<file path="src/rtl/core/idr_pkg.sv">
// Shared types, constants, microcode and helper functions of the dead reckoning unit.
package idr_pkg;

    localparam int FRAC_BITS_DEF  = 16;
    localparam int TRIG_ITER_DEF  = 16;
    localparam int ATAN_COUNT     = 24;
    localparam int TRIG_SHIFT     = 30;

    localparam int GRAV_W  = 21;
    localparam int ANG_W   = 34;
    localparam int PROD_W  = 2 * ANG_W;
    localparam int ACC_W   = PROD_W + 2;
    localparam int ID_W    = 6;
    localparam int KIND_W  = 4;
    localparam int STEP_W  = 6;

    localparam int QUEUE_DEPTH = 2;
    localparam int QPTR_W      = $clog2(QUEUE_DEPTH);
    localparam int QCNT_W      = $clog2(QUEUE_DEPTH + 1);

    localparam logic [GRAV_W-1:0] GRAVITY_RESET = 21'd642908;

    localparam logic signed [ANG_W-1:0] ANG_PI      = 34'sd1686629713;
    localparam logic signed [ANG_W-1:0] ANG_HALF_PI = 34'sd843314856;
    localparam logic signed [ANG_W-1:0] CORDIC_GAIN = 34'sd652032875;

    // operand / destination register ids of the back end
    localparam logic [ID_W-1:0] ID_DT   = 6'd0;
    localparam logic [ID_W-1:0] ID_ACCY = 6'd1;
    localparam logic [ID_W-1:0] ID_ACCZ = 6'd2;
    localparam logic [ID_W-1:0] ID_WX   = 6'd3;
    localparam logic [ID_W-1:0] ID_WY   = 6'd4;
    localparam logic [ID_W-1:0] ID_WZ   = 6'd5;
    localparam logic [ID_W-1:0] ID_VX   = 6'd6;
    localparam logic [ID_W-1:0] ID_VY   = 6'd7;
    localparam logic [ID_W-1:0] ID_VZ   = 6'd8;
    localparam logic [ID_W-1:0] ID_CX   = 6'd9;
    localparam logic [ID_W-1:0] ID_CY   = 6'd10;
    localparam logic [ID_W-1:0] ID_CZ   = 6'd11;
    localparam logic [ID_W-1:0] ID_RX   = 6'd12;
    localparam logic [ID_W-1:0] ID_RY   = 6'd13;
    localparam logic [ID_W-1:0] ID_RZ   = 6'd14;
    localparam logic [ID_W-1:0] ID_PX   = 6'd15;
    localparam logic [ID_W-1:0] ID_PY   = 6'd16;
    localparam logic [ID_W-1:0] ID_PZ   = 6'd17;
    localparam logic [ID_W-1:0] ID_SA   = 6'd18;
    localparam logic [ID_W-1:0] ID_CA   = 6'd19;
    localparam logic [ID_W-1:0] ID_SB   = 6'd20;
    localparam logic [ID_W-1:0] ID_CB   = 6'd21;
    localparam logic [ID_W-1:0] ID_SG   = 6'd22;
    localparam logic [ID_W-1:0] ID_CG   = 6'd23;
    localparam logic [ID_W-1:0] ID_T    = 6'd24;
    localparam logic [ID_W-1:0] ID_M00  = 6'd25;
    localparam logic [ID_W-1:0] ID_M01  = 6'd26;
    localparam logic [ID_W-1:0] ID_M02  = 6'd27;
    localparam logic [ID_W-1:0] ID_M10  = 6'd28;
    localparam logic [ID_W-1:0] ID_M11  = 6'd29;
    localparam logic [ID_W-1:0] ID_M12  = 6'd30;
    localparam logic [ID_W-1:0] ID_M21  = 6'd31;
    localparam logic [ID_W-1:0] ID_M22  = 6'd32;
    localparam logic [ID_W-1:0] ID_ACC  = 6'd33;
    localparam int ID_COUNT = 34;

    // what to do with a product
    localparam logic [KIND_W-1:0] K_FADD    = 4'd0;
    localparam logic [KIND_W-1:0] K_FSUB    = 4'd1;
    localparam logic [KIND_W-1:0] K_FSET    = 4'd2;
    localparam logic [KIND_W-1:0] K_FSUBSAT = 4'd3;
    localparam logic [KIND_W-1:0] K_TSET    = 4'd4;
    localparam logic [KIND_W-1:0] K_TADD    = 4'd5;
    localparam logic [KIND_W-1:0] K_TSUB    = 4'd6;
    localparam logic [KIND_W-1:0] K_TNEG    = 4'd7;
    localparam logic [KIND_W-1:0] K_RSET    = 4'd8;
    localparam logic [KIND_W-1:0] K_RADD    = 4'd9;
    localparam logic [KIND_W-1:0] K_RFIN    = 4'd10;

    localparam logic [STEP_W-1:0] PROG_CROSS  = 6'd2;
    localparam logic [STEP_W-1:0] PROG_MATRIX = 6'd11;
    localparam logic [STEP_W-1:0] PROG_LAST   = 6'd38;

    typedef struct packed {
        logic        [31:0] sample_time;
        logic signed [15:0] angle_x;
        logic signed [15:0] angle_y;
        logic signed [15:0] angle_z;
        logic signed [31:0] accel_y;
        logic signed [31:0] accel_z;
        logic signed [31:0] forward_speed;
        logic signed [31:0] rate_x;
        logic signed [31:0] rate_y;
        logic signed [31:0] rate_z;
        logic               rate_valid;
    } t_in;

    typedef struct packed {
        logic        [31:0] out_time;
        logic signed [31:0] out_x;
        logic signed [31:0] out_y;
        logic signed [31:0] out_z;
    } t_res;

    typedef struct packed {
        logic               prime;
        logic        [31:0] sample_time;
        logic signed [15:0] angle_x;
        logic signed [15:0] angle_y;
        logic signed [15:0] angle_z;
        logic signed [31:0] accel_y;
        logic signed [31:0] accel_z;
        logic signed [31:0] forward_speed;
        logic signed [31:0] rate_x;
        logic signed [31:0] rate_y;
        logic signed [31:0] rate_z;
        logic               rate_valid;
    } t_job;

    typedef struct packed {
        logic               start;
        logic signed [15:0] angle_x;
        logic signed [15:0] angle_y;
        logic signed [15:0] angle_z;
    } t_trig_req;

    typedef struct packed {
        logic                   done;
        logic signed [ANG_W-1:0] sa;
        logic signed [ANG_W-1:0] ca;
        logic signed [ANG_W-1:0] sb;
        logic signed [ANG_W-1:0] cb;
        logic signed [ANG_W-1:0] sg;
        logic signed [ANG_W-1:0] cg;
    } t_trig;

    typedef struct packed {
        logic [ID_W-1:0]   a;
        logic [ID_W-1:0]   b;
        logic [KIND_W-1:0] kind;
        logic [ID_W-1:0]   dst;
    } t_uop;

    function automatic logic signed [ANG_W-1:0] atan_val(input logic [4:0] i);
        logic signed [ANG_W-1:0] v;
        unique case (i)
            5'd0:    v = 34'sd421657428;
            5'd1:    v = 34'sd248918915;
            5'd2:    v = 34'sd131521918;
            5'd3:    v = 34'sd66762579;
            5'd4:    v = 34'sd33510843;
            5'd5:    v = 34'sd16771758;
            5'd6:    v = 34'sd8387925;
            5'd7:    v = 34'sd4194219;
            5'd8:    v = 34'sd2097141;
            5'd9:    v = 34'sd1048575;
            5'd10:   v = 34'sd524288;
            5'd11:   v = 34'sd262144;
            5'd12:   v = 34'sd131072;
            5'd13:   v = 34'sd65536;
            5'd14:   v = 34'sd32768;
            5'd15:   v = 34'sd16384;
            5'd16:   v = 34'sd8192;
            5'd17:   v = 34'sd4096;
            5'd18:   v = 34'sd2048;
            5'd19:   v = 34'sd1024;
            5'd20:   v = 34'sd512;
            5'd21:   v = 34'sd256;
            5'd22:   v = 34'sd128;
            5'd23:   v = 34'sd64;
            default: v = 34'sd0;
        endcase
        return v;
    endfunction

    // clamp to the signed 32 bit range
    function automatic logic signed [31:0] sat32(input logic signed [ACC_W-1:0] v);
        logic signed [31:0] r;
        if ((&v[ACC_W-1:31]) || !(|v[ACC_W-1:31])) begin
            r = v[31:0];
        end else if (v[ACC_W-1]) begin
            r = 32'sh8000_0000;
        end else begin
            r = 32'sh7fff_ffff;
        end
        return r;
    endfunction

    // microcode of one dead reckoning step: operand a, operand b, use, destination
    function automatic t_uop prog(input logic [STEP_W-1:0] s);
        t_uop u;
        unique case (s)
            6'd0:    u = '{ID_DT,  ID_ACCY, K_FADD,    ID_VY};
            6'd1:    u = '{ID_DT,  ID_ACCZ, K_FADD,    ID_VZ};
            6'd2:    u = '{ID_WY,  ID_VZ,   K_FSET,    ID_ACC};
            6'd3:    u = '{ID_WZ,  ID_VY,   K_FSUBSAT, ID_CX};
            6'd4:    u = '{ID_WZ,  ID_VX,   K_FSET,    ID_ACC};
            6'd5:    u = '{ID_WX,  ID_VZ,   K_FSUBSAT, ID_CY};
            6'd6:    u = '{ID_WX,  ID_VY,   K_FSET,    ID_ACC};
            6'd7:    u = '{ID_WY,  ID_VX,   K_FSUBSAT, ID_CZ};
            6'd8:    u = '{ID_DT,  ID_CX,   K_FSUB,    ID_VX};
            6'd9:    u = '{ID_DT,  ID_CY,   K_FSUB,    ID_VY};
            6'd10:   u = '{ID_DT,  ID_CZ,   K_FSUB,    ID_VZ};
            6'd11:   u = '{ID_CG,  ID_SA,   K_TSET,    ID_T};
            6'd12:   u = '{ID_T,   ID_SB,   K_TSET,    ID_M01};
            6'd13:   u = '{ID_CA,  ID_SG,   K_TADD,    ID_M01};
            6'd14:   u = '{ID_CA,  ID_CG,   K_TSET,    ID_T};
            6'd15:   u = '{ID_T,   ID_SB,   K_TNEG,    ID_M02};
            6'd16:   u = '{ID_SA,  ID_SG,   K_TADD,    ID_M02};
            6'd17:   u = '{ID_SA,  ID_SB,   K_TSET,    ID_T};
            6'd18:   u = '{ID_CA,  ID_CG,   K_TSET,    ID_M11};
            6'd19:   u = '{ID_T,   ID_SG,   K_TSUB,    ID_M11};
            6'd20:   u = '{ID_CA,  ID_SB,   K_TSET,    ID_T};
            6'd21:   u = '{ID_T,   ID_SG,   K_TSET,    ID_M12};
            6'd22:   u = '{ID_CG,  ID_SA,   K_TADD,    ID_M12};
            6'd23:   u = '{ID_CB,  ID_CG,   K_TSET,    ID_M00};
            6'd24:   u = '{ID_CB,  ID_SG,   K_TNEG,    ID_M10};
            6'd25:   u = '{ID_CB,  ID_SA,   K_TNEG,    ID_M21};
            6'd26:   u = '{ID_CA,  ID_CB,   K_TSET,    ID_M22};
            6'd27:   u = '{ID_M00, ID_VX,   K_RSET,    ID_ACC};
            6'd28:   u = '{ID_M01, ID_VY,   K_RADD,    ID_ACC};
            6'd29:   u = '{ID_M02, ID_VZ,   K_RFIN,    ID_RX};
            6'd30:   u = '{ID_M10, ID_VX,   K_RSET,    ID_ACC};
            6'd31:   u = '{ID_M11, ID_VY,   K_RADD,    ID_ACC};
            6'd32:   u = '{ID_M12, ID_VZ,   K_RFIN,    ID_RY};
            6'd33:   u = '{ID_SB,  ID_VX,   K_RSET,    ID_ACC};
            6'd34:   u = '{ID_M21, ID_VY,   K_RADD,    ID_ACC};
            6'd35:   u = '{ID_M22, ID_VZ,   K_RFIN,    ID_RZ};
            6'd36:   u = '{ID_DT,  ID_RX,   K_FADD,    ID_PX};
            6'd37:   u = '{ID_DT,  ID_RY,   K_FSUB,    ID_PY};
            6'd38:   u = '{ID_DT,  ID_RZ,   K_FSUB,    ID_PZ};
            default: u = '{ID_DT,  ID_DT,   K_RSET,    ID_ACC};
        endcase
        return u;
    endfunction

endpackage

</file>
<file path="src/rtl/core/idr_front.sv">
// Front end: configuration register, first-sample marking and gravity removal.
module idr_front (
    input  logic                          i_clk,
    input  logic                          i_rst_n,
    input  logic                          i_cfg_valid,
    output logic                          o_cfg_ready,
    input  logic [idr_pkg::GRAV_W-1:0]    i_cfg_data,
    input  logic                          i_in_valid,
    output logic                          o_in_ready,
    input  idr_pkg::t_in                  i_in,
    input  logic                          i_q_full,
    output logic                          o_push,
    output idr_pkg::t_job                 o_job
);

    logic [idr_pkg::GRAV_W-1:0]       r_gravity;
    logic                             r_primed;
    logic signed [idr_pkg::ACC_W-1:0] accz_diff;

    assign o_cfg_ready = 1'b1;
    assign o_in_ready  = !i_q_full;
    assign o_push      = i_in_valid && !i_q_full;

    assign accz_diff = {{(idr_pkg::ACC_W-32){i_in.accel_z[31]}}, i_in.accel_z}
                     - {{(idr_pkg::ACC_W-idr_pkg::GRAV_W){1'b0}}, r_gravity};

    always_comb begin
        o_job.prime         = !r_primed;
        o_job.sample_time   = i_in.sample_time;
        o_job.angle_x       = i_in.angle_x;
        o_job.angle_y       = i_in.angle_y;
        o_job.angle_z       = i_in.angle_z;
        o_job.accel_y       = i_in.accel_y;
        o_job.accel_z       = idr_pkg::sat32(accz_diff);
        o_job.forward_speed = i_in.forward_speed;
        o_job.rate_x        = i_in.rate_x;
        o_job.rate_y        = i_in.rate_y;
        o_job.rate_z        = i_in.rate_z;
        o_job.rate_valid    = i_in.rate_valid;
    end

    always_ff @(posedge i_clk) begin
        if (!i_rst_n) begin
            r_gravity <= idr_pkg::GRAVITY_RESET;
            r_primed  <= 1'b0;
        end else begin
            if (i_cfg_valid) begin
                r_gravity <= i_cfg_data;
            end
            if (o_push) begin
                r_primed <= 1'b1;
            end
        end
    end

endmodule

</file>
<file path="config.mk">
export PLATFORM = sky130hd
export DESIGN_NAME = idr_front
export DESIGN_NICKNAME = d
export VERILOG_FILES = /design/src/rtl/core/idr_pkg.sv /design/src/rtl/core/idr_front.sv
export SDC_FILE = /design/constraint.sdc
export NUM_CORES = 1
export LEC_CHECK = 0
export ABC_AREA = 0
export BUFFER_PORTS_ARGS = -buffer_cell sky130_fd_sc_hd__buf_2
export CORE_AREA = 4 4 220 222
export DETAILED_ROUTE_END_ITERATION = 10
export DIE_AREA = 0 0 224 226
export PLACE_DENSITY_LB_ADDON = 0.15
export SYNTH_ARGS = -nofsm -noshare
export SYNTH_HDL_FRONTEND = slang
export SYNTH_SLANG_ARGS = --single-unit
</file>
<file path="constraint.sdc">
create_clock -name i_clk -period 3.97 [get_ports i_clk]
set_clock_uncertainty 0.05 [all_clocks]
set_input_delay 0.1985 -clock i_clk [delete_from_list [all_inputs] [get_ports i_clk]]
set_output_delay 0.1985 -clock i_clk [all_outputs]
set_load 0.1 [all_outputs]
</file>
Yosys cells after proc, flatten, opt, wreduce, memory -nomap -nowiden
Cells that the tools add are included.
{ "totals": {"input_bits": 299, "elab_cells": 12, "output_inout_bits": 277, "ff_bits": 22} }
{ "classes": {"addsub": 1, "muxes": 2, "n_reduce_logical": 7} }
{ "ops": {"columns": ["operator", "count"], "rows": [
  ["32-bit 2-to-1 mux", 2],
  ["39-bit AND reduction", 1],
  ["39-bit OR reduction", 1],
  ["32-bit by 22-bit subtractor with 33-bit output", 1],
  ["1-bit zero test", 3],
  ["1-bit logical AND", 1],
  ["1-bit logical OR", 1]
]} }

Logic depth before layout (Yosys ltp)
{ "logic_depth": {"word_depth": 5, "depth_mapped": 13, "depth_no_buf": 11} }

Worst setup path before layout
OpenSTA, ideal clock, no wires.
{ "synth_timing": {"path_kind": "flip-flop to output port", "from": "reg r_gravity[20] (netlist name)", "to": "out o_job[131] (netlist name)", "n_path_buf": 1, "arrival_time_ns": 4.348, "slack_ns": -0.626, "required_ns": 3.722, "stages_incl_launch_ff": 12, "cell_sequence": "dfxtp_1 inv_1 ha_1 or4_1 nor4_2 and2b_1 o21ai_1 or3_1 buf_2 xnor2_2 inv_2 o21ai_0"} }
{ "synth_lines": {"columns": ["item", "line", "text"], "rows": [
  ["start, declared", "idr_front.sv:16", "logic [idr_pkg::GRAV_W-1:0] r_gravity;"],
  ["start signal, assigned", "idr_front.sv:44", "r_gravity <= idr_pkg::GRAVITY_RESET;"],
  ["start signal, assigned", "idr_front.sv:48", "r_gravity <= i_cfg_data;"],
  ["end, declared", "idr_front.sv:13", "output idr_pkg::t_job o_job"]
]} }

==> run metrics <==
WP data arrival=3440 ps; dpl ws=-78.23 ps; Yosys warnings=0; Final WS setup=282.1 ps; Final Hold Vio Count=0; register area=441.7 sq um; Top Ports=576; Overall Power=1641 uW; Tmin final=3688 ps; Starting Density=0.09500; Worst Hold Depth=3; CTS Root Cell=clkbuf_16; Post-route DRC=0; power per cell area=375.2 mW/mm^2; vias=3054; Min Hold Slack=97.62 ps; FF-to-FF End=r_gravity[9]; ranking of synthesized cells by area=buf_4 41%, dfxtp_1 10%, ha_1 6.0%; CTS Buf Count=3; area leader, netlist=buf_4; row cnt=79; Post-Syn Instances=593; RSZ-0062 raised after global routing=no; initial DRC count=99; H-tree level count=1; Critical Path Source Type=flip-flop; First-pass DRT Iterations=4; final setup vio count=0; Setup TNS=0 ps; Max Fclk=0.2712 GHz; relative slew slack=0.4690; Yosys reg bits=22; Critical Setup Path Class=flip-flop to output port; status=finished clean; full die area=0.05062 sq mm; # fillers=5365; first-pass GRT wire length=24920 um; fin. max-slew vios=0; GRT Resource Usage Total=0.06831; GPL Wtd Cong=0.6916; Hold-fix buffers, CTS=0; share of the synthesized area in the top cell type=0.4142; Netlist cell types=54; pin count of the biggest net entering global routing=34; worst-margin pin slew=796.5 ps; Post-Syn Nets=914; leakage=0.001743 uW; per-cell routed wire length=17.59 um; Worst setup startpoint=r_gravity[20]; final wirelength=18470 um; ys flop type=dfxtp_1; Skew-Pair Late Insertion Delay=260 ps; antenna-violating nets left=0; area grow syn2layout=-0.6817%; Worst R2R Start=r_gravity[9]; initial antenna violation count=11; Slowest cell on crit path=or4_1; CP Cell Sequence=inv_1, ha_1, or4_1, nor4_2, and2b_1, o21ai_1, or3_4, or3_1, buf_6, o21ai_1, buf_12; maximum vdd ir drop=0.0001401 V; vias per inst=2.909; mapped cell area=0.004404 sq mm; CTS tree=built; Final period util=0.9289; reg2reg setup slack=3230 ps; R2R depth=2; number of global-route vias before repair=3312; Placeable Area=0.04636 sq mm; design area=0.004374 sq mm; crit path capture type=output port; Nets=763; dpl hpwl=16240 um; Multi-input gate area=0.002002 sq mm; Die X=224 um; slowest stage delay, CP=610 ps; chip height=226 um; Post-synth ARST share=0; Sink Count=22; Post-synth EDFFs=0; crit-path max FO=27; Placed Area=0.004222 sq mm; global route overflow=0; max-cap violations=0; layout cell share with drive strength beyond 1=0.3220; clock-pin slew on the worst setup and hold paths=70 ps; clock tree buffer depth=2; fraction of the yosys area taken by sequential cells=0.1000; cell mode on critical path=o21ai_1; Mean Syn Cell Area=7.427 sq um; Port Buffers=92; WP data required=3720 ps; Hold Crit Class=input pin to flip-flop; CP Capture Point=o_job[133]
-- synthesized netlist by cell type (3+ instances only) --
library cell	count
o21ai_0	22
a21oi_1	23
clkbuf_1	9
a21o_1	7
o21a_1	7
nor2b_1	13
dfxtp_1	22
nand3_1	9
or3_1	5
nand2_1	29
buf_6	3
ha_1	21
xor2_1	13
nand2_2	3
xnor2_1	13
nor2_1	20
o211ai_1	17
nand2b_1	5
o21bai_1	3
inv_1	29
buf_4	243
o21ai_1	5
and3_1	4
nor3_1	7
o21ai_2	16
mux2i_1	9
nand4_1	3
-- timing repair --
item | 4_1_cts | 5_1_grt
gates cloned | 0 | 0
pin swaps | 2 | 1
setup buffers | 1 | 0
setup endpoints to repair | 11 | 20
gates resized for setup | 5 | 10
-- critical path, delay by kind of cell, from the launching register on --
family	cells	cell delay (ps)
compound gates	2	270
fa+ha+maj	1	240
buf+inv	3	500
flops	1	360
simple gates	5	1780
-- worst min path at each step --
stage                   end  slack, ps     startpoint
5_1_grt        r_gravity[8]        100  i_cfg_data[8]
4_1_cts        r_gravity[9]         90  i_cfg_data[9]
3_5_place_dp     o_job[105]        350      i_in[105]
6_report       r_gravity[9]        100  i_cfg_data[9]
3_3_place_gp     o_job[105]        350      i_in[105]
2_1_floorplan  r_gravity[4]        270  i_cfg_data[4]
-- flip-flops by register name, summed over array words and instances, names as in the netlist --
register   flops
r_gravity     21
r_primed       1
-- layout by cell type (no fill, tap or decap), drive strengths merged, types with 4 or more instances in the layout --
cell | synthesis | final
a21o | 7 | 7
a21oi | 23 | 23
and3 | 4 | 4
buf | 249 | 102
clkbuf | 9 | 4
dfxtp | 22 | 22
ha | 21 | 21
inv | 30 | 30
mux2i | 9 | 9
nand2 | 32 | 32
nand2b | 5 | 5
nand3 | 9 | 9
nor2 | 20 | 20
nor2b | 13 | 13
nor3 | 7 | 7
o211ai | 17 | 17
o21a | 7 | 7
o21ai | 43 | 43
or3 | 5 | 5
xnor2 | 14 | 14
xor2 | 13 | 13
-- per-stage QoR --
step / std cells / util
2_1_floorplan: 593 / -
3_3_place_gp: 1043 / 0.09106
3_5_place_dp: 1043 / 0.09106
4_1_cts: 1048 / 0.09357
5_1_grt: 1048 / 0.09425
6_report: 1050 / 0.09436
-- layout make-up --
cell class,count,area share
Sequential cell,22,0.1010
Multi-Input combinational cell,283,0.4577
Inverter,30,0.02689
Timing Repair Buffer,102,0.2194
Antenna cell,2,0.001144
Clock buffer,4,0.02031
Tap cell,607,0.1736
-- report_power, final --
part	switching (uW)	internal, uW
Clock	101	155
Combinational	767	377
Sequential	6.03	235
-- cell families after synthesis --
group           after synthesis  synth area share
simple gates                112            0.1315
xor+xnor                     27           0.05540
mux                           9           0.02046
compound gates              112            0.1693
other cells                   1         0.0008515
fa+ha+maj                    22           0.06420
buf+inv                     288            0.4582
flops                        22            0.1000
-- per-layer routing --
layer / vias up / global-route usage / wire, um
met2: 219 / 0.1029 / 7881
met3: 116 / 0.03861 / 2408
met5: - / 0 / 92
met4: 16 / 0.04454 / 1233
li1: 1421 / - / -
met1: 1282 / 0.07360 / 6857
Note: power is estimated with default switching activity, not from simulation.
