$ cat config.mk
export PLATFORM = sky130hd
export DESIGN_NAME = idr_cordic
export DESIGN_NICKNAME = d
export VERILOG_FILES = /design/src/rtl/core/idr_pkg.sv /design/src/rtl/core/idr_cordic.sv
export SDC_FILE = /design/constraint.sdc
export NUM_CORES = 2
export LEC_CHECK = 0
export BUFFER_PORTS_ARGS = -buffer_cell sky130_fd_sc_hd__buf_4
export CORE_ASPECT_RATIO = 1.25
export CORE_MARGIN = 5
export CORE_UTILIZATION = 55
export CTS_CLUSTER_SIZE = 25
export DETAILED_ROUTE_END_ITERATION = 6
export GPL_TIMING_DRIVEN = 1
export PLACE_DENSITY = 0.73
export SETUP_SLACK_MARGIN = 0.4
export SKIP_CTS_REPAIR_TIMING = 1
export SYNTH_ARGS = -nofsm -noshare
export SYNTH_HDL_FRONTEND = slang
export SYNTH_SLANG_ARGS = --single-unit
export TNS_END_PERCENT = 100
$ cat constraint.sdc
create_clock -name i_clk -period 10.1 [get_ports i_clk]
set_input_delay 0.505 -clock i_clk [delete_from_list [all_inputs] [get_ports i_clk]]
set_output_delay 0.505 -clock i_clk [all_outputs]
set_load 0.005 [all_outputs]
$ cat src/rtl/core/idr_pkg.sv
// Shared types, constants, microcode and helper functions of the dead reckoning unit.
package idr_pkg;

    localparam int FRAC_BITS_DEF  = 16;
    localparam int TRIG_ITER_DEF  = 16;
    localparam int ATAN_COUNT     = 24;
    localparam int TRIG_SHIFT     = 30;

    localparam int GRAV_W  = 21;
    localparam int ANG_W   = 34;
    localparam int PROD_W  = 2 * ANG_W;
    localparam int ACC_W   = PROD_W + 2;
    localparam int ID_W    = 6;
    localparam int KIND_W  = 4;
    localparam int STEP_W  = 6;

    localparam int QUEUE_DEPTH = 2;
    localparam int QPTR_W      = $clog2(QUEUE_DEPTH);
    localparam int QCNT_W      = $clog2(QUEUE_DEPTH + 1);

    localparam logic [GRAV_W-1:0] GRAVITY_RESET = 21'd642908;

    localparam logic signed [ANG_W-1:0] ANG_PI      = 34'sd1686629713;
    localparam logic signed [ANG_W-1:0] ANG_HALF_PI = 34'sd843314856;
    localparam logic signed [ANG_W-1:0] CORDIC_GAIN = 34'sd652032875;

    // operand / destination register ids of the back end
    localparam logic [ID_W-1:0] ID_DT   = 6'd0;
    localparam logic [ID_W-1:0] ID_ACCY = 6'd1;
    localparam logic [ID_W-1:0] ID_ACCZ = 6'd2;
    localparam logic [ID_W-1:0] ID_WX   = 6'd3;
    localparam logic [ID_W-1:0] ID_WY   = 6'd4;
    localparam logic [ID_W-1:0] ID_WZ   = 6'd5;
    localparam logic [ID_W-1:0] ID_VX   = 6'd6;
    localparam logic [ID_W-1:0] ID_VY   = 6'd7;
    localparam logic [ID_W-1:0] ID_VZ   = 6'd8;
    localparam logic [ID_W-1:0] ID_CX   = 6'd9;
    localparam logic [ID_W-1:0] ID_CY   = 6'd10;
    localparam logic [ID_W-1:0] ID_CZ   = 6'd11;
    localparam logic [ID_W-1:0] ID_RX   = 6'd12;
    localparam logic [ID_W-1:0] ID_RY   = 6'd13;
    localparam logic [ID_W-1:0] ID_RZ   = 6'd14;
    localparam logic [ID_W-1:0] ID_PX   = 6'd15;
    localparam logic [ID_W-1:0] ID_PY   = 6'd16;
    localparam logic [ID_W-1:0] ID_PZ   = 6'd17;
    localparam logic [ID_W-1:0] ID_SA   = 6'd18;
    localparam logic [ID_W-1:0] ID_CA   = 6'd19;
    localparam logic [ID_W-1:0] ID_SB   = 6'd20;
    localparam logic [ID_W-1:0] ID_CB   = 6'd21;
    localparam logic [ID_W-1:0] ID_SG   = 6'd22;
    localparam logic [ID_W-1:0] ID_CG   = 6'd23;
    localparam logic [ID_W-1:0] ID_T    = 6'd24;
    localparam logic [ID_W-1:0] ID_M00  = 6'd25;
    localparam logic [ID_W-1:0] ID_M01  = 6'd26;
    localparam logic [ID_W-1:0] ID_M02  = 6'd27;
    localparam logic [ID_W-1:0] ID_M10  = 6'd28;
    localparam logic [ID_W-1:0] ID_M11  = 6'd29;
    localparam logic [ID_W-1:0] ID_M12  = 6'd30;
    localparam logic [ID_W-1:0] ID_M21  = 6'd31;
    localparam logic [ID_W-1:0] ID_M22  = 6'd32;
    localparam logic [ID_W-1:0] ID_ACC  = 6'd33;
    localparam int ID_COUNT = 34;

    // what to do with a product
    localparam logic [KIND_W-1:0] K_FADD    = 4'd0;
    localparam logic [KIND_W-1:0] K_FSUB    = 4'd1;
    localparam logic [KIND_W-1:0] K_FSET    = 4'd2;
    localparam logic [KIND_W-1:0] K_FSUBSAT = 4'd3;
    localparam logic [KIND_W-1:0] K_TSET    = 4'd4;
    localparam logic [KIND_W-1:0] K_TADD    = 4'd5;
    localparam logic [KIND_W-1:0] K_TSUB    = 4'd6;
    localparam logic [KIND_W-1:0] K_TNEG    = 4'd7;
    localparam logic [KIND_W-1:0] K_RSET    = 4'd8;
    localparam logic [KIND_W-1:0] K_RADD    = 4'd9;
    localparam logic [KIND_W-1:0] K_RFIN    = 4'd10;

    localparam logic [STEP_W-1:0] PROG_CROSS  = 6'd2;
    localparam logic [STEP_W-1:0] PROG_MATRIX = 6'd11;
    localparam logic [STEP_W-1:0] PROG_LAST   = 6'd38;

    typedef struct packed {
        logic        [31:0] sample_time;
        logic signed [15:0] angle_x;
        logic signed [15:0] angle_y;
        logic signed [15:0] angle_z;
        logic signed [31:0] accel_y;
        logic signed [31:0] accel_z;
        logic signed [31:0] forward_speed;
        logic signed [31:0] rate_x;
        logic signed [31:0] rate_y;
        logic signed [31:0] rate_z;
        logic               rate_valid;
    } t_in;

    typedef struct packed {
        logic        [31:0] out_time;
        logic signed [31:0] out_x;
        logic signed [31:0] out_y;
        logic signed [31:0] out_z;
    } t_res;

    typedef struct packed {
        logic               prime;
        logic        [31:0] sample_time;
        logic signed [15:0] angle_x;
        logic signed [15:0] angle_y;
        logic signed [15:0] angle_z;
        logic signed [31:0] accel_y;
        logic signed [31:0] accel_z;
        logic signed [31:0] forward_speed;
        logic signed [31:0] rate_x;
        logic signed [31:0] rate_y;
        logic signed [31:0] rate_z;
        logic               rate_valid;
    } t_job;

    typedef struct packed {
        logic               start;
        logic signed [15:0] angle_x;
        logic signed [15:0] angle_y;
        logic signed [15:0] angle_z;
    } t_trig_req;

    typedef struct packed {
        logic                   done;
        logic signed [ANG_W-1:0] sa;
        logic signed [ANG_W-1:0] ca;
        logic signed [ANG_W-1:0] sb;
        logic signed [ANG_W-1:0] cb;
        logic signed [ANG_W-1:0] sg;
        logic signed [ANG_W-1:0] cg;
    } t_trig;

    typedef struct packed {
        logic [ID_W-1:0]   a;
        logic [ID_W-1:0]   b;
        logic [KIND_W-1:0] kind;
        logic [ID_W-1:0]   dst;
    } t_uop;

    function automatic logic signed [ANG_W-1:0] atan_val(input logic [4:0] i);
        logic signed [ANG_W-1:0] v;
        unique case (i)
            5'd0:    v = 34'sd421657428;
            5'd1:    v = 34'sd248918915;
            5'd2:    v = 34'sd131521918;
            5'd3:    v = 34'sd66762579;
            5'd4:    v = 34'sd33510843;
            5'd5:    v = 34'sd16771758;
            5'd6:    v = 34'sd8387925;
            5'd7:    v = 34'sd4194219;
            5'd8:    v = 34'sd2097141;
            5'd9:    v = 34'sd1048575;
            5'd10:   v = 34'sd524288;
            5'd11:   v = 34'sd262144;
            5'd12:   v = 34'sd131072;
            5'd13:   v = 34'sd65536;
            5'd14:   v = 34'sd32768;
            5'd15:   v = 34'sd16384;
            5'd16:   v = 34'sd8192;
            5'd17:   v = 34'sd4096;
            5'd18:   v = 34'sd2048;
            5'd19:   v = 34'sd1024;
            5'd20:   v = 34'sd512;
            5'd21:   v = 34'sd256;
            5'd22:   v = 34'sd128;
            5'd23:   v = 34'sd64;
            default: v = 34'sd0;
        endcase
        return v;
    endfunction

    // clamp to the signed 32 bit range
    function automatic logic signed [31:0] sat32(input logic signed [ACC_W-1:0] v);
        logic signed [31:0] r;
        if ((&v[ACC_W-1:31]) || !(|v[ACC_W-1:31])) begin
            r = v[31:0];
        end else if (v[ACC_W-1]) begin
            r = 32'sh8000_0000;
        end else begin
            r = 32'sh7fff_ffff;
        end
        return r;
    endfunction

    // microcode of one dead reckoning step: operand a, operand b, use, destination
    function automatic t_uop prog(input logic [STEP_W-1:0] s);
        t_uop u;
        unique case (s)
            6'd0:    u = '{ID_DT,  ID_ACCY, K_FADD,    ID_VY};
            6'd1:    u = '{ID_DT,  ID_ACCZ, K_FADD,    ID_VZ};
            6'd2:    u = '{ID_WY,  ID_VZ,   K_FSET,    ID_ACC};
            6'd3:    u = '{ID_WZ,  ID_VY,   K_FSUBSAT, ID_CX};
            6'd4:    u = '{ID_WZ,  ID_VX,   K_FSET,    ID_ACC};
            6'd5:    u = '{ID_WX,  ID_VZ,   K_FSUBSAT, ID_CY};
            6'd6:    u = '{ID_WX,  ID_VY,   K_FSET,    ID_ACC};
            6'd7:    u = '{ID_WY,  ID_VX,   K_FSUBSAT, ID_CZ};
            6'd8:    u = '{ID_DT,  ID_CX,   K_FSUB,    ID_VX};
            6'd9:    u = '{ID_DT,  ID_CY,   K_FSUB,    ID_VY};
            6'd10:   u = '{ID_DT,  ID_CZ,   K_FSUB,    ID_VZ};
            6'd11:   u = '{ID_CG,  ID_SA,   K_TSET,    ID_T};
            6'd12:   u = '{ID_T,   ID_SB,   K_TSET,    ID_M01};
            6'd13:   u = '{ID_CA,  ID_SG,   K_TADD,    ID_M01};
            6'd14:   u = '{ID_CA,  ID_CG,   K_TSET,    ID_T};
            6'd15:   u = '{ID_T,   ID_SB,   K_TNEG,    ID_M02};
            6'd16:   u = '{ID_SA,  ID_SG,   K_TADD,    ID_M02};
            6'd17:   u = '{ID_SA,  ID_SB,   K_TSET,    ID_T};
            6'd18:   u = '{ID_CA,  ID_CG,   K_TSET,    ID_M11};
            6'd19:   u = '{ID_T,   ID_SG,   K_TSUB,    ID_M11};
            6'd20:   u = '{ID_CA,  ID_SB,   K_TSET,    ID_T};
            6'd21:   u = '{ID_T,   ID_SG,   K_TSET,    ID_M12};
            6'd22:   u = '{ID_CG,  ID_SA,   K_TADD,    ID_M12};
            6'd23:   u = '{ID_CB,  ID_CG,   K_TSET,    ID_M00};
            6'd24:   u = '{ID_CB,  ID_SG,   K_TNEG,    ID_M10};
            6'd25:   u = '{ID_CB,  ID_SA,   K_TNEG,    ID_M21};
            6'd26:   u = '{ID_CA,  ID_CB,   K_TSET,    ID_M22};
            6'd27:   u = '{ID_M00, ID_VX,   K_RSET,    ID_ACC};
            6'd28:   u = '{ID_M01, ID_VY,   K_RADD,    ID_ACC};
            6'd29:   u = '{ID_M02, ID_VZ,   K_RFIN,    ID_RX};
            6'd30:   u = '{ID_M10, ID_VX,   K_RSET,    ID_ACC};
            6'd31:   u = '{ID_M11, ID_VY,   K_RADD,    ID_ACC};
            6'd32:   u = '{ID_M12, ID_VZ,   K_RFIN,    ID_RY};
            6'd33:   u = '{ID_SB,  ID_VX,   K_RSET,    ID_ACC};
            6'd34:   u = '{ID_M21, ID_VY,   K_RADD,    ID_ACC};
            6'd35:   u = '{ID_M22, ID_VZ,   K_RFIN,    ID_RZ};
            6'd36:   u = '{ID_DT,  ID_RX,   K_FADD,    ID_PX};
            6'd37:   u = '{ID_DT,  ID_RY,   K_FSUB,    ID_PY};
            6'd38:   u = '{ID_DT,  ID_RZ,   K_FSUB,    ID_PZ};
            default: u = '{ID_DT,  ID_DT,   K_RSET,    ID_ACC};
        endcase
        return u;
    endfunction

endpackage

$ cat src/rtl/core/idr_cordic.sv
// Three-lane iterative rotation CORDIC giving sine and cosine of the stored angles.
module idr_cordic #(
    parameter int TRIG_ITERATIONS = idr_pkg::TRIG_ITER_DEF
) (
    input  logic               i_clk,
    input  logic               i_rst_n,
    input  idr_pkg::t_trig_req i_req,
    output idr_pkg::t_trig     o_trig
);

    localparam int ITERS = (TRIG_ITERATIONS < idr_pkg::ATAN_COUNT) ?
                           TRIG_ITERATIONS : idr_pkg::ATAN_COUNT;
    localparam int CNT_W = $clog2(ITERS + 1);
    localparam int AW    = idr_pkg::ANG_W;

    logic signed [AW-1:0] r_x [3];
    logic signed [AW-1:0] r_y [3];
    logic signed [AW-1:0] r_z [3];
    logic [2:0]           r_flip;
    logic                 r_busy;
    logic [CNT_W-1:0]     r_cnt;

    logic signed [15:0]   ang    [3];
    logic signed [AW-1:0] z0     [3];
    logic [2:0]           flip0;
    logic signed [AW-1:0] n_x    [3];
    logic signed [AW-1:0] n_y    [3];
    logic signed [AW-1:0] n_z    [3];
    logic signed [AW-1:0] atan_i;

    assign ang[0] = i_req.angle_x;
    assign ang[1] = i_req.angle_y;
    assign ang[2] = i_req.angle_z;
    assign atan_i = idr_pkg::atan_val(5'(r_cnt));

    always_comb begin
        for (int l = 0; l < 3; l++) begin
            logic signed [AW-1:0] zs;
            zs = {{(AW-32){ang[l][15]}}, ang[l], 16'b0};
            // fold angles beyond a quarter turn back by half a turn
            if (zs > idr_pkg::ANG_HALF_PI) begin
                z0[l]    = zs - idr_pkg::ANG_PI;
                flip0[l] = 1'b1;
            end else if (zs < -idr_pkg::ANG_HALF_PI) begin
                z0[l]    = zs + idr_pkg::ANG_PI;
                flip0[l] = 1'b1;
            end else begin
                z0[l]    = zs;
                flip0[l] = 1'b0;
            end
            if (!r_z[l][AW-1]) begin
                n_x[l] = r_x[l] - (r_y[l] >>> r_cnt);
                n_y[l] = r_y[l] + (r_x[l] >>> r_cnt);
                n_z[l] = r_z[l] - atan_i;
            end else begin
                n_x[l] = r_x[l] + (r_y[l] >>> r_cnt);
                n_y[l] = r_y[l] - (r_x[l] >>> r_cnt);
                n_z[l] = r_z[l] + atan_i;
            end
        end
    end

    always_ff @(posedge i_clk) begin
        for (int l = 0; l < 3; l++) begin
            if (i_req.start) begin
                r_x[l]    <= idr_pkg::CORDIC_GAIN;
                r_y[l]    <= '0;
                r_z[l]    <= z0[l];
                r_flip[l] <= flip0[l];
            end else if (r_busy) begin
                r_x[l] <= n_x[l];
                r_y[l] <= n_y[l];
                r_z[l] <= n_z[l];
            end
        end
    end

    always_ff @(posedge i_clk) begin
        if (!i_rst_n) begin
            r_busy <= 1'b0;
            r_cnt  <= '0;
        end else if (i_req.start) begin
            r_busy <= 1'b1;
            r_cnt  <= '0;
        end else if (r_busy) begin
            r_cnt <= r_cnt + 1'b1;
            if (r_cnt == CNT_W'(ITERS - 1)) begin
                r_busy <= 1'b0;
            end
        end
    end

    assign o_trig.done = !r_busy && !i_req.start;
    assign o_trig.sa   = r_flip[0] ? -r_y[0] : r_y[0];
    assign o_trig.ca   = r_flip[0] ? -r_x[0] : r_x[0];
    assign o_trig.sb   = r_flip[1] ? -r_y[1] : r_y[1];
    assign o_trig.cb   = r_flip[1] ? -r_x[1] : r_x[1];
    assign o_trig.sg   = r_flip[2] ? -r_y[2] : r_y[2];
    assign o_trig.cg   = r_flip[2] ? -r_x[2] : r_x[2];

endmodule

# Word-level counts from Yosys, hierarchy flattened
# Memory sizes are Yosys's and may differ from the RTL's. A register that Yosys moved wholly into a read port is not among the register bits.
# Cells that the tools add are included.
# Widths: inputs -> output; s select.
[op_classes] n_div=0 addsub=31 n_eq_ne=1 n_shift=6 n_reduce_logical=4 mul=0 bitwise_logic=10 magnitude_cmp=6 n_mux=43
[ops] operator="$mux 34" n=30
[ops] operator="$add 34x34->34" n=9
[ops] operator="$sub 34x34->34" n=9
[ops] operator="$neg 34->34" n=6
[ops] operator="$sshr 34x5->34" n=6
[ops] operator="$add 32x32->33 const B" n=3
[ops] operator="$sub 32x32->33 const B" n=3
[ops] operator="$gt 32x31->1 const B" n=3
[ops] operator="$lt 32x31->1 const B" n=3
[ops] operator="$mux 1" n=11
[ops] operator="$mux 5" n=2
[ops] operator="$or 1x1->1" n=9
[ops] operator="$add 5x1->5 const B" n=1
[ops] operator="$eq 5x4->1 const B" n=1
[ops] operator="$logic_not 1->1" n=2
[ops] operator="$reduce_or 2->1" n=1
[ops] operator="$logic_and 1x1->1" n=1
[ops] operator="$not 1->1" n=1
[word_totals] romBits=928 register_bits=9 latchBits=0 inputBits=51 memories=4 wordCells=110 ramBits=306 out_inout_bits=205
[memory_table] name="(no name shown)" words=32 width=29 read_ports=1 rd_clocked_by_memory_dff=1 write_ports=0 line_no="idr_pkg.sv:143" rtl="unique case (i)"
[memory_table] name="r_x" words=3 width=34 read_ports=3 rd_clocked_by_memory_dff=0 write_ports=3 line_no="idr_cordic.sv:16" rtl="logic signed [AW-1:0] r_x [3];"
[memory_table] name="r_y" words=3 width=34 read_ports=3 rd_clocked_by_memory_dff=0 write_ports=3 line_no="idr_cordic.sv:17" rtl="logic signed [AW-1:0] r_y [3];"
[memory_table] name="r_z" words=3 width=34 read_ports=3 rd_clocked_by_memory_dff=0 write_ports=3 line_no="idr_cordic.sv:18" rtl="logic signed [AW-1:0] r_z [3];"

# Depth between registers and ports, before layout
# An unclocked memory read counts as a cell.
[depth] word_depth=5 ltp_mapped=34 mapped_depth_nobuf=26

# Worst setup path before layout
# No wires, ideal clock.
[synth_path] path_kind="reg2reg" start="register r_cnt[4]" end="memory r_x[2][32] (netlist name) (data pin)" synth_period_minus_slack_ns=6.956 arrival_ns=6.691 path_stages_with_launch=32 n_path_buf=10 setup_ns=0.266 required_time_ns=9.834 path_slack_ns=3.144 path_cell_list="dfxtp_1 > clkbuf_1 > clkbuf_1 > buf_1 > clkbuf_1 > clkbuf_1 > clkbuf_1 > clkbuf_1 > buf_1 > buf_1 > a21o_1 > ha_1 > o31ai_1 > a2111oi_2 > and3_1 > and3b_1 > and2_1 > buf_2 > a31oi_1 > xor2_1 > ha_1 > inv_1 > o21bai_1 > a21o_1 > a21o_1 > a21o_1 > or3_1 > o21ai_0 > o2111ai_1 > a21oi_1 > xor2_1 > nor2_1"
[synth_rtl] item="start: declaration" line_no="idr_cordic.sv:21" rtl="logic [CNT_W-1:0] r_cnt;"
[synth_rtl] item="start signal: assignment" line_no="idr_cordic.sv:86" rtl="r_cnt <= r_cnt + 1'b1;"
[synth_rtl] item="end: declaration" line_no="idr_cordic.sv:16"

==> impl_results.md <==
- Status: finished clean
- Tmin final: 7910 ps
- Final setup fails: 0
- GPL Wtd Cong: 1.03
- Commonest cells after routing, fill and taps aside: 576 x nor2_1, 540 x nand2_1, 441 x a21oi_1, 411 x xnor2_1, 398 x o21ai_0
- Final max-slew violation count: 0
- IO Count: 256
- VDD IR max: 0.133 mV
- Tcrit/Tclk final: 0.783
- Number of flops mapped to enable cells by yosys: 309
- CTS Buf Count: 42
- Critical path class: flip-flop to flip-flop
- WP data required: 10460 ps
- Max Root-Sink Buffers: 3
- Startpoint types: flip-flop
- Final core utilization: 0.592
- Post-DP HPWL: 129000 um
- Post-synth top area cell: edfxtp_1
- Synthesis-to-layout area growth: 6.74%
- Worst Setup End Kind: flip-flop
- Cell area after layout: 54300 um^2
- Starting Density: 0.555
- DRT Pass-1 Iters: 6
- Tot Pwr: 11.0 mW
- Critical Path AT: 8270 ps
- Port bufs: 255
- Die height: 350 um
- Die width: 282 um
- Fmax: 0.126 GHz
- Most common cell after layout, fill and taps aside: nor2_1
- Root Buffer: clkbuf_16
- Largest net degree at the start of global routing: 171
- Clock transition at path regs: 60 ps
- Vias in the first global route: 45800
- Inst Count DP: 7129
- Sequential-to-total area share from yosys stat: 0.196
- RSZ-0062 raised after global routing: false
- CTS tree: built
- Synth top area cells: edfxtp_1 18%, mux4_2 9.2%, ha_1 8.1%
- Final net count: 6364
- Synth Register Bits: 344
- Async SR Flop Fraction: 0
- Clock latency at the later pin of the worst-skew pair: 650 ps
- CTS sink cnt: 344
- Syn Inst Count: 6028
- Max Cap Violations: 0
- Layout cell share with drive strength beyond 1: 0.134
- Gr usage total: 0.331
- Share of the synthesized area in the top cell type: 0.182
- Top FF cell, synth: edfxtp_1
- Worst relative slew slack: 0.265
- Fin. Hold Viols: 0
- Worst Tran Pin Value: 1100 ps
- First-pass GRT wire length: 261000 um
- Layout Cells excl Fill: 7207
- DRT iter0 DRCs: 5004
- Vias per Instance: 6.70
- Final wirelength: 172000 um
- Drt wl/cell: 23.8 um
- Die ar.: 98800 um^2
- Yosys cell types: 112
- H-tree levels: 2
- Gr ovfl total: 0
- Leak Pwr: 21.2 nW
- Post-synthesis cell area: 50900 um^2
- Synth Warn #: 0
- Syn avg cell area: 8.44 um^2
- Power per cell area: 203 nW/um^2
- Core area: 91700 um^2
- Initial antenna violation count: 1
- Standard-cell rows: 124
- Synth Net Count: 6416
- Hold Path Class: input port to flip-flop
- Total number of vias: 48300
- Number of remaining DRC errors: 0
- Setup_tns: 0 ps
- Clock skew: 39.5 ps
- Crit Path Max Fanout: 48
- Antenna Violating Nets Remaining: 0
- Fill cell count: 8264
- Placed inst area: 52900 um^2
-- registers in the layout (all words and copies together), names as in the netlist --
signal,flops
r_z,102
r_cnt,5
r_x,102
r_y,102
r_flip,3
r_busy,1
atan_i,29
-- report_power, final --
part           total (mW)  internal, mW  leakage [nW]  switching [mW]
Clock                1.55         0.852         0.658           0.703
Combinational        7.00          3.14          17.2            3.86
Sequential           2.46          1.87          3.40           0.597
Total                11.0          5.86          21.2            5.16
-- worst paths after layout --
check | start | end | slack, ps | cells past startpoint
max | r_cnt[1]$_SDFFE_PP0P_ | r_y[1][33]$_SDFFCE_PN0P_ | 2190 | 23
min | i_rst_n | r_busy$_SDFF_PN0_ | 130 | 2
max reg2reg | r_cnt[1]$_SDFFE_PP0P_ | r_y[1][33]$_SDFFCE_PN0P_ | 2190 | 23
min reg2reg | r_z[2][0]$_DFFE_PP_ | r_z[2][0]$_DFFE_PP_ | 690 | 2
-- metal layers --
| layer | track usage | wire length [um] | vias to the layer above | share of wire |
|---|---|---|---|---|
| met2 | 0.566 | 82000 | 2301 | 0.48 |
| li1 | - | - | 22300 | - |
| met5 | 0 | 0 | - | 0 |
| met3 | 0.0522 | 13300 | 624 | 0.077 |
| met1 | 0.394 | 64300 | 23000 | 0.37 |
| met4 | 0.189 | 12200 | 0 | 0.071 |
-- area by class of cell --
type,count,area [um^2],area share
clock inverter,20,206,0.00380
inverter,133,505,0.00931
sequential,344,10000,0.184
antenna,1,2.50,0.0000461
clock buffer,57,1170,0.0216
multi-input combinational,5141,38600,0.710
timing repair buffer,314,2380,0.0439
tap,1197,1500,0.0276
-- logic make-up (layout without fill, tap and decap cells) --
group | after synthesis | in the layout | share of synthesized area
buffers and inverters | 543 | 524 | 0.0470
adders and majority gates | 337 | 337 | 0.0842
and+or+nand+nor | 1830 | 1830 | 0.172
AOI/OAI and AO/OA | 1743 | 1743 | 0.221
other | 0 | 1 | 0
xor gates and xnor gates | 745 | 745 | 0.128
DFF | 344 | 344 | 0.196
muxes | 486 | 486 | 0.152
-- per-stage QoR --
step | hold WS, ps | worst slack, ps
after global routing | 130 | 1610
after global placement | 650 | 2430
after floorplan | 617 | 3140
final | 132 | 2190
after CTS | 100 | 2240
after detailed placement | 665 | 2270
-- synthesized netlist by cell type (51+ instances only) --
cell type,count
o31ai_1,78
ha_1,328
nand3_1,74
xnor2_1,411
a31oi_1,104
a21o_1,147
mux2_2,112
nand2b_1,100
mux4_2,207
and3_1,51
and2_1,55
nor2_1,578
mux2i_1,151
xor2_1,334
a211oi_1,52
or3_1,64
inv_1,126
edfxtp_1,309
a21oi_1,441
nand2_1,540
o21a_1,72
nor3_1,109
clkbuf_1,247
buf_1,55
buf_2,52
o21ai_0,398
-- worst max-delay path, cell delays in order (launching register included) --
cell,delay [ps]
dfxtp_4,740
buf_4,700
buf_4,630
mux4_2,620
mux2_2,300
mux2i_1,200
a21oi_1,170
a211oi_2,310
nand3_1,160
or3_1,490
nor3_2,370
a21oi_1,160
a21oi_1,160
a31oi_1,60
ha_1,340
a21o_1,220
or4_1,500
a211o_1,300
a311o_1,280
a21oi_1,290
o31a_1,210
o21ai_0,120
xnor2_1,170
nor2_1,50
Power figures use the tool's default switching activity.
